### src/design/krst_cell.sv
// One slot of the rotating slot ring: occupied mark, key and content.
// Depends on nothing; instantiated in a chain by the top level.
module krst_cell #(
    parameter int CONTENT_BITS = 64
) (
    input  logic                    i_clk,
    input  logic                    i_rst_n,
    input  logic                    i_shift,
    input  logic                    i_occ,
    input  logic [31:0]             i_key,
    input  logic [CONTENT_BITS-1:0] i_content,
    output logic                    o_occ,
    output logic [31:0]             o_key,
    output logic [CONTENT_BITS-1:0] o_content
);

    logic                    r_occ;
    logic [31:0]             r_key;
    logic [CONTENT_BITS-1:0] r_content;

    // The occupied mark is cleared at reset, so every slot starts empty.
    always_ff @(posedge i_clk) begin
        if (!i_rst_n) begin
            r_occ <= 1'b0;
        end else if (i_shift) begin
            r_occ <= i_occ;
        end
    end

    // Key and content move with the ring and need no reset.
    always_ff @(posedge i_clk) begin
        if (i_shift) begin
            r_key     <= i_key;
            r_content <= i_content;
        end
    end

    assign o_occ     = r_occ;
    assign o_key     = r_key;
    assign o_content = r_content;

endmodule

### config.mk
export PLATFORM = sky130hd
export DESIGN_NAME = krst_cell
export DESIGN_NICKNAME = d
export VERILOG_FILES = /design/src/design/krst_cell.sv
export SDC_FILE = /design/constraint.sdc
export NUM_CORES = 1
export LEC_CHECK = 0
export ABC_AREA = 1
export ABC_CLOCK_PERIOD_IN_PS = 1520
export BUFFER_PORTS_ARGS = -buffer_cell sky130_fd_sc_hd__buf_2
export CORE_MARGIN = 10
export CORE_UTILIZATION = 44
export DETAILED_ROUTE_END_ITERATION = 7
export GPL_TIMING_DRIVEN = 1
export PLACE_DENSITY_LB_ADDON = 0.15
export RECOVER_POWER = 50
export SYNTH_ARGS = -nofsm -noshare
export SYNTH_HDL_FRONTEND = slang
export SYNTH_SLANG_ARGS = --single-unit
### constraint.sdc
create_clock -name i_clk -period 1.52 [get_ports i_clk]
set_input_delay 0 -clock i_clk [delete_from_list [all_inputs] [get_ports i_clk]]
set_output_delay 0 -clock i_clk [all_outputs]
set_load 0.01 [all_outputs]
-- After elaboration in Yosys (flattened, before gate mapping)
Cells that the tools add are included.
- register bits after elaboration: 97
- word-level logic and storage cells: 3
- input bits: 100

-- Longest topological paths before layout
Gate-level depths: netlist (run 1).
- depth in word-level cells: 0
- gate-level depth with buffers: 4
- gate-level depth less buffers: 4

-- Worst setup path before layout (run 1)
OpenSTA, ideal clock, no wires.
- path kind: register to register
- from: reg, netlist name o_occ
- to: reg r_occ, in the netlist o_occ
- clock period less this slack: 0.598 ns
- required time: 1.406 ns
- cell stages (with the launch flop): 3
- setup slack: 0.922 ns
- buffers on the path: 0
- arrival: 0.484 ns
- library setup time: 0.114 ns
- cells stage by stage: dfxtp_1 > nor2_1 > nor2_2
- RTL lines (element ; RTL line ; RTL):
    end signal, assigned ; 26 ; r_occ <= i_occ;
    end, declared ; 17 ; logic r_occ;

==> results.sh, run 1 <==
export IMPL_worstSetupEndpointType="register"
export IMPL_holdCritStartpoint="i_shift"
export IMPL_post_route_drc_count=0
export IMPL_drt_pass1_iter_count=5
export IMPL_grt_max_degree=99
export IMPL_yosys_register_bits=97
export IMPL_max_slew_margin=0.667
export IMPL_grt_use_total=0.180
export IMPL_cts_tree="built"
export IMPL_vias=2223
export IMPL_area_delta_synth_final_pct=77.3
export IMPL_synth_flop_cell="edfxtp_1"
export IMPL_htree_levels=3
export IMPL_async_flop_share=0
export IMPL_synth_cell_types=6
export IMPL_reg2reg_to="o_occ"
export IMPL_final_cells=490
export IMPL_place_area_um2=4020
export IMPL_placed_cells_incl_taps=376
export IMPL_endpoint="o_occ"
export IMPL_status="completed"
export IMPL_max_freq_ghz=0.870
export IMPL_finalSetupTns_ps=0
export IMPL_ioPinCount=197
export IMPL_std_cell_rows=29
export IMPL_ys_top_cells_by_count="edfxtp_1, nand2_1"
export IMPL_drtIter0Drc=83
export IMPL_avgSynthCellArea_um2=28.7
export IMPL_r2r_slack_ps=890
export IMPL_post_cts_repair_setup_buffers=0
export IMPL_setup_worst_path_start="i_shift"
export IMPL_portBuffers=196
export IMPL_p_leak_uw=0.00223
export IMPL_wirelength_um=9370
export IMPL_maxSlewViolCount=0
export IMPL_synth_nets=202
export IMPL_dp_hpwl_um=6110
export IMPL_layout_min_cycle_time_ps=1150
export IMPL_avgRoutedWirePerCell_um=19.1
export IMPL_synth_area_leader_cell="edfxtp_1"
export IMPL_die_w_um=102
export IMPL_die_h_um=102
export IMPL_cp_data_arrival_time_ps=1390
export IMPL_ys_seq_area_frac=0.993
export IMPL_nets=508
export IMPL_power_per_cell_area_nw_per_um2=1070
export IMPL_synth_edff_count=96
export IMPL_syn_area_um2=2920
export IMPL_final_period_utilization=0.756
export IMPL_yosysWarningCount=0
export IMPL_crit_path_max_fanout=98
export IMPL_cts_buffers=9
export IMPL_drive_above_1_share=0.506
export IMPL_antenna_cells=0
export IMPL_rr_startpoint="o_occ"
export IMPL_dieArea_um2=10300
export IMPL_finalClockSkew_ps=0
export IMPL_finalHoldViolations=0
export IMPL_grt_pass1_vias=2515
export IMPL_synth_top_area_frac=0.986
export IMPL_core_um2=6390
export IMPL_place_congestion=0.710
export IMPL_irDropWorstVdd_uv=821
export IMPL_cap_violations=0
export IMPL_fin_area_um2=5180
export IMPL_clock_sinks=97
export IMPL_viasPerCell=4.54
export IMPL_cts_root_buf="clkbuf_8"
export IMPL_synthMostInstantiatedCell="edfxtp_1"
export IMPL_reg2regPathDepth=2
export IMPL_start_util=0.458
export IMPL_postLayoutSetupSlackWorst_ps=371
export IMPL_synth_area_leaders="edfxtp_1, dfxtp_1, nand2_1"
export IMPL_insertion_delay_ps=340
export IMPL_clk_path_buf_depth=2
export IMPL_final_antenna_net_count=0
export IMPL_gr_total_overflow=0
export IMPL_startpoint_type="primary input"
export IMPL_grt_antenna_before_repair=0
export IMPL_worst_slew_pin_slew_ps=499
export IMPL_pre_cts_slack_ps=619
export IMPL_cp_data_required_time_ps=1760
export IMPL_final_setup_viol_count=0
export IMPL_hold_class="in2reg"
export IMPL_rsz0062_at_grt="false"
export IMPL_path_class="in2reg"
export IMPL_cts_clk_slew_worst_paths_ps=90
export IMPL_grt_pass1_wl_um=14000
export IMPL_syn_instance_count=102
## critical path, cell delays in order
cell and delay (ps):
clkbuf_1 140, buf_12 430, nand2_1 100, nand2_1 70, dlygate4sd3_1 570, nor2_2 40
## timing repair
item | 4_1_cts | 5_1_grt
hold buffers | 98 | 0
hold endpoints to repair | 97 | 0
gates resized for setup | 0 | 0
## power by group
group          switching, µW  total [µW]  internal, µW
registers               54.2        3220          3170
logic                    335         726           391
clock network            823        1570           751
total                   1210        5520          4310
## cells in the final DEF (no fill, tap or decap), drive strengths merged
cell,netlist,routed
buf,0,194
bufinv,0,1
clkbuf,0,13
clkinv,0,3
clkinvlp,0,2
dfxtp,1,1
dlygate4sd3,0,98
edfxtp,96,96
inv,1,1
nand2,2,2
nor2,2,2
## worst min path at each step
stage / depth (start not counted) / slack, ps / to
after detailed placement: 1 / 180 / o_key[28]
after global placement: 1 / 180 / o_content[12]
after CTS: 2 / 240 / o_content[1]
after floorplan: 0 / 100 / o_content[0]
final: 2 / 250 / o_key[25]
after global routing: 2 / 260 / o_key[4]
## area by class of cell
cell class	count	area, µm²
clock buffer	10	128
clock inverter	6	58.8
fill	345	1200
inverter	1	3.75
multi-input combinational	4	17.5
sequential	97	2900
tap	77	96.3
timing repair buffer	295	1980
## cell families after synthesis
logic type | Yosys count | share of synthesized area
buffers and inverters | 1 | 0.00128
flip-flops | 97 | 0.993
AND/OR/NAND/NOR | 4 | 0.00599
## state kept, by name, summed over array words and instances, names as in the netlist
signal     cells
o_key         32
o_occ          1
o_content     64
## layer usage
metal	part of all wire	vias up	GRT usage	wire (µm)
li1	-	1020	-	-
met1	0.33	1072	0.180	3110
met3	0.12	13	0.0817	1080
met5	0	-	0	0
met2	0.54	118	0.318	5030
met4	0.016	0	0.0675	154
## stage by stage
step / power (µW) / util / hold slack [ps]
after floorplan: 3410 / - / 98.9
after global placement: 3790 / 0.630 / 177
after detailed placement: 3810 / 0.630 / 178
after CTS: 5560 / 0.813 / 244
after global routing: 5760 / 0.812 / 256
final: 5520 / 0.812 / 252
Note: power is estimated with default switching activity, not from simulation.
==> run 2, diff against run 1 <==
--- a/config.mk
+++ b/config.mk
@@ -5,11 +5,11 @@
 export SDC_FILE = /design/constraint.sdc
 export NUM_CORES = 1
 export LEC_CHECK = 0
-export ABC_AREA = 1
-export ABC_CLOCK_PERIOD_IN_PS = 1520
+export ABC_AREA = 0
+export ABC_CLOCK_PERIOD_IN_PS = 900
 export BUFFER_PORTS_ARGS = -buffer_cell sky130_fd_sc_hd__buf_2
 export CORE_MARGIN = 10
-export CORE_UTILIZATION = 44
+export CORE_UTILIZATION = 37
 export DETAILED_ROUTE_END_ITERATION = 7
 export GPL_TIMING_DRIVEN = 1
 export PLACE_DENSITY_LB_ADDON = 0.15
==> constraint.sdc (replaced) <==
create_clock -name i_clk -period 0.9 [get_ports i_clk]
set_input_delay 0 -clock i_clk [delete_from_list [all_inputs] [get_ports i_clk]]
set_output_delay 0 -clock i_clk [all_outputs]
set_load 0.01 [all_outputs]
==> results.sh, run 2 <==
export IMPL_die_w_um=109
export IMPL_rsz0062_at_grt="true"
export IMPL_dieArea_um2=11800
export IMPL_yosysWarningCount=0
export IMPL_yosys_register_bits=97
export IMPL_drive_above_1_share=0.512
export IMPL_final_period_utilization=1.00
export IMPL_synth_area_leaders="edfxtp_1, dfxtp_1, mux2i_1"
export IMPL_worstSetupEndpointType="output pin"
export IMPL_startpoint_type="register"
export IMPL_synth_cell_types=4
export IMPL_status="finished with violations"
export IMPL_synth_area_leader_cell="edfxtp_1"
export IMPL_nets=507
export IMPL_multi_input_area_um2=16.3
export IMPL_final_setup_viol_count=1
export IMPL_register_area_um2=2900
export IMPL_die_h_um=109
export IMPL_start_util=0.380
export IMPL_syn_area_um2=2920
export IMPL_cp_top_family="flip-flops"
export IMPL_rr_startpoint="o_occ"
export IMPL_ioPinCount=197
export IMPL_grt_pass1_wl_um=13500
export IMPL_fillCellCount=542
export IMPL_cp_depth=1
export IMPL_cts_clk_slew_worst_paths_ps=80
export IMPL_postLayoutSetupSlackWorst_ps=-1.76
export IMPL_cap_violations=0
export IMPL_clk_path_buf_depth=2
export IMPL_finalClockSkew_ps=0
export IMPL_ys_top_cells_by_count="edfxtp_1, dfxtp_1, mux2i_1, nor2b_1"
export IMPL_place_congestion=0.748
export IMPL_cp_data_required_time_ps=900
export IMPL_cts_tree="built"
export IMPL_grt_antenna_before_repair=0
export IMPL_reg2reg_to="o_occ"
export IMPL_sequentialPowerShare=0.567
export IMPL_intPower_uw=7590
export IMPL_layout_commonest_cell="buf_2"
export IMPL_std_cell_rows=32
export IMPL_avgSynthCellArea_um2=29.5
export IMPL_slowest_delay_ps=400
export IMPL_cts_root_buf="clkbuf_8"
export IMPL_gr_total_overflow=0
export IMPL_crit_path_max_fanout=1
export IMPL_synthMostInstantiatedCell="edfxtp_1"
export IMPL_r2r_slack_ps=300
export IMPL_path_class="reg2out"
export IMPL_holdWs_ps=176
export IMPL_critPathSlowestCell="edfxtp_1"
export IMPL_htree_levels=3
export IMPL_power_frac_comb=0.127
export IMPL_finalHoldViolations=0
export IMPL_vias=2125
export IMPL_cts_buffers=9
export IMPL_placed_cells_incl_taps=400
export IMPL_layout_min_cycle_time_ps=902
export IMPL_final_cells=514
export IMPL_power_per_cell_area_nw_per_um2=1830
export IMPL_synth_top_area_frac=0.988
export IMPL_grt_max_degree=48
export IMPL_max_freq_ghz=1.11
export IMPL_endpoint="o_content[55]"
export IMPL_path_cells="buf_2"
export IMPL_cp_data_arrival_time_ps=900
export IMPL_power_uw=9600
export IMPL_hold_class="in2reg"
export IMPL_final_antenna_net_count=0
export IMPL_drt_pass1_iter_count=4
export IMPL_setup_worst_path_start="o_content[55]"
export IMPL_synth_nets=199
export IMPL_violations="setup timing"
export IMPL_post_route_drc_count=0
export IMPL_final_cell_mix="buf_2, dlygate4sd3_1, edfxtp_1, clkbuf_8, clkbuf_1"
export IMPL_viasPerCell=4.13
export IMPL_finalSetupTns_ps=-1.76
export IMPL_syn_instance_count=99
export IMPL_async_flop_share=0
export IMPL_insertion_delay_ps=340
export IMPL_worst_slew_pin_slew_ps=617
export IMPL_reg2regPathDepth=2
export IMPL_drtIter0Drc=82
export IMPL_power_switching_uw=2020
export IMPL_core_um2=7690
export IMPL_max_slew_margin=0.589
export IMPL_clock_sinks=97
export IMPL_largest_register_ffs=64
export IMPL_swShare=0.210
export IMPL_p_leak_uw=0.00225
export IMPL_synth_edff_count=96
export IMPL_avgRoutedWirePerCell_um=17.7
export IMPL_ys_seq_area_frac=0.994
export IMPL_portBuffers=196
export IMPL_antenna_cells=0
export IMPL_wirelength_um=9110
export IMPL_area_delta_synth_final_pct=80.1
export IMPL_path_buf_inv=1
export IMPL_p_clk_frac=0.306
export IMPL_grt_pass1_vias=2453
export IMPL_synth_flop_cell="edfxtp_1"
export IMPL_irDropWorstVdd_uv=896
export IMPL_maxSlewViolCount=0
export IMPL_pre_cts_slack_ps=174
export IMPL_grt_use_total=0.152
==> run 2: what timing repair did <==
action / 4_1_cts / 5_1_grt
setup buffers: 0 / 0
hold endpoints to repair: 97 / 0
hold buffers: 98 / 0
pin swaps: 0 / 0
endpoints found under the setup margin: 18 / 59
gates resized for setup: 0 / 4
==> run 2: worst reg2reg max path, cell delays in order, from the launching register on <==
cell     delay, ps
dfxtp_1        320
mux2i_1        120
nor2b_1         60
==> run 2: worst min path at each step <==
stage | from | endpoint | slack [ps] | depth (start not counted)
floorplan | i_content[0] | o_content[0] | 100 | 0
global placement | i_content[43] | o_content[43] | 180 | 1
detailed placement | i_content[44] | o_content[44] | 180 | 1
CTS | i_shift | o_content[12] | 40 | 2
global route | i_shift | o_key[28] | 170 | 2
finish | i_shift | o_content[12] | 180 | 2
==> run 2: per-layer routing <==
| metal | routed length, µm | vias up | share of wire | track usage |
|---|---|---|---|---|
| met4 | 128 | 0 | 0.014 | 0.0603 |
| met1 | 3120 | 973 | 0.34 | 0.153 |
| met3 | 1140 | 11 | 0.13 | 0.0732 |
| li1 | - | 1014 | - | - |
| met5 | 0 | - | 0 | 0 |
| met2 | 4720 | 127 | 0.52 | 0.265 |
==> run 2: kinds of logic (layout without fill, tap and decap cells) <==
group         after synthesis  in the layout  synth area share
buf+inv                     0            313                 0
flops                      97             97             0.994
mux                         1              1           0.00343
simple gates                1              1           0.00214
==> run 2: final cells by class <==
| class | instances | share of cell area |
|---|---|---|
| clock buffers | 11 | 0.0250 |
| repair buffers | 297 | 0.380 |
| well taps | 102 | 0.0243 |
| multi-input cells | 2 | 0.00309 |
| flip-flops and latches | 97 | 0.552 |
| clock inverters | 5 | 0.0152 |
==> run 2: stage by stage <==
| stage | area, µm² | util |
|---|---|---|
| floorplan | 2920 | - |
| global placement | 4080 | 0.530 |
| detailed placement | 4080 | 0.530 |
| CTS | 5270 | 0.686 |
| global route | 5260 | 0.684 |
| finish | 5260 | 0.684 |
==> run 2: power by group through the flow <==
stage	sequential (µW)	combinational [µW]	clock (µW)
finish	5440	1220	2940
global route	5480	1320	3200
CTS	5440	1240	3050
detailed placement	5530	902	0
global placement	5530	893	0
floorplan	5750	4.41	0
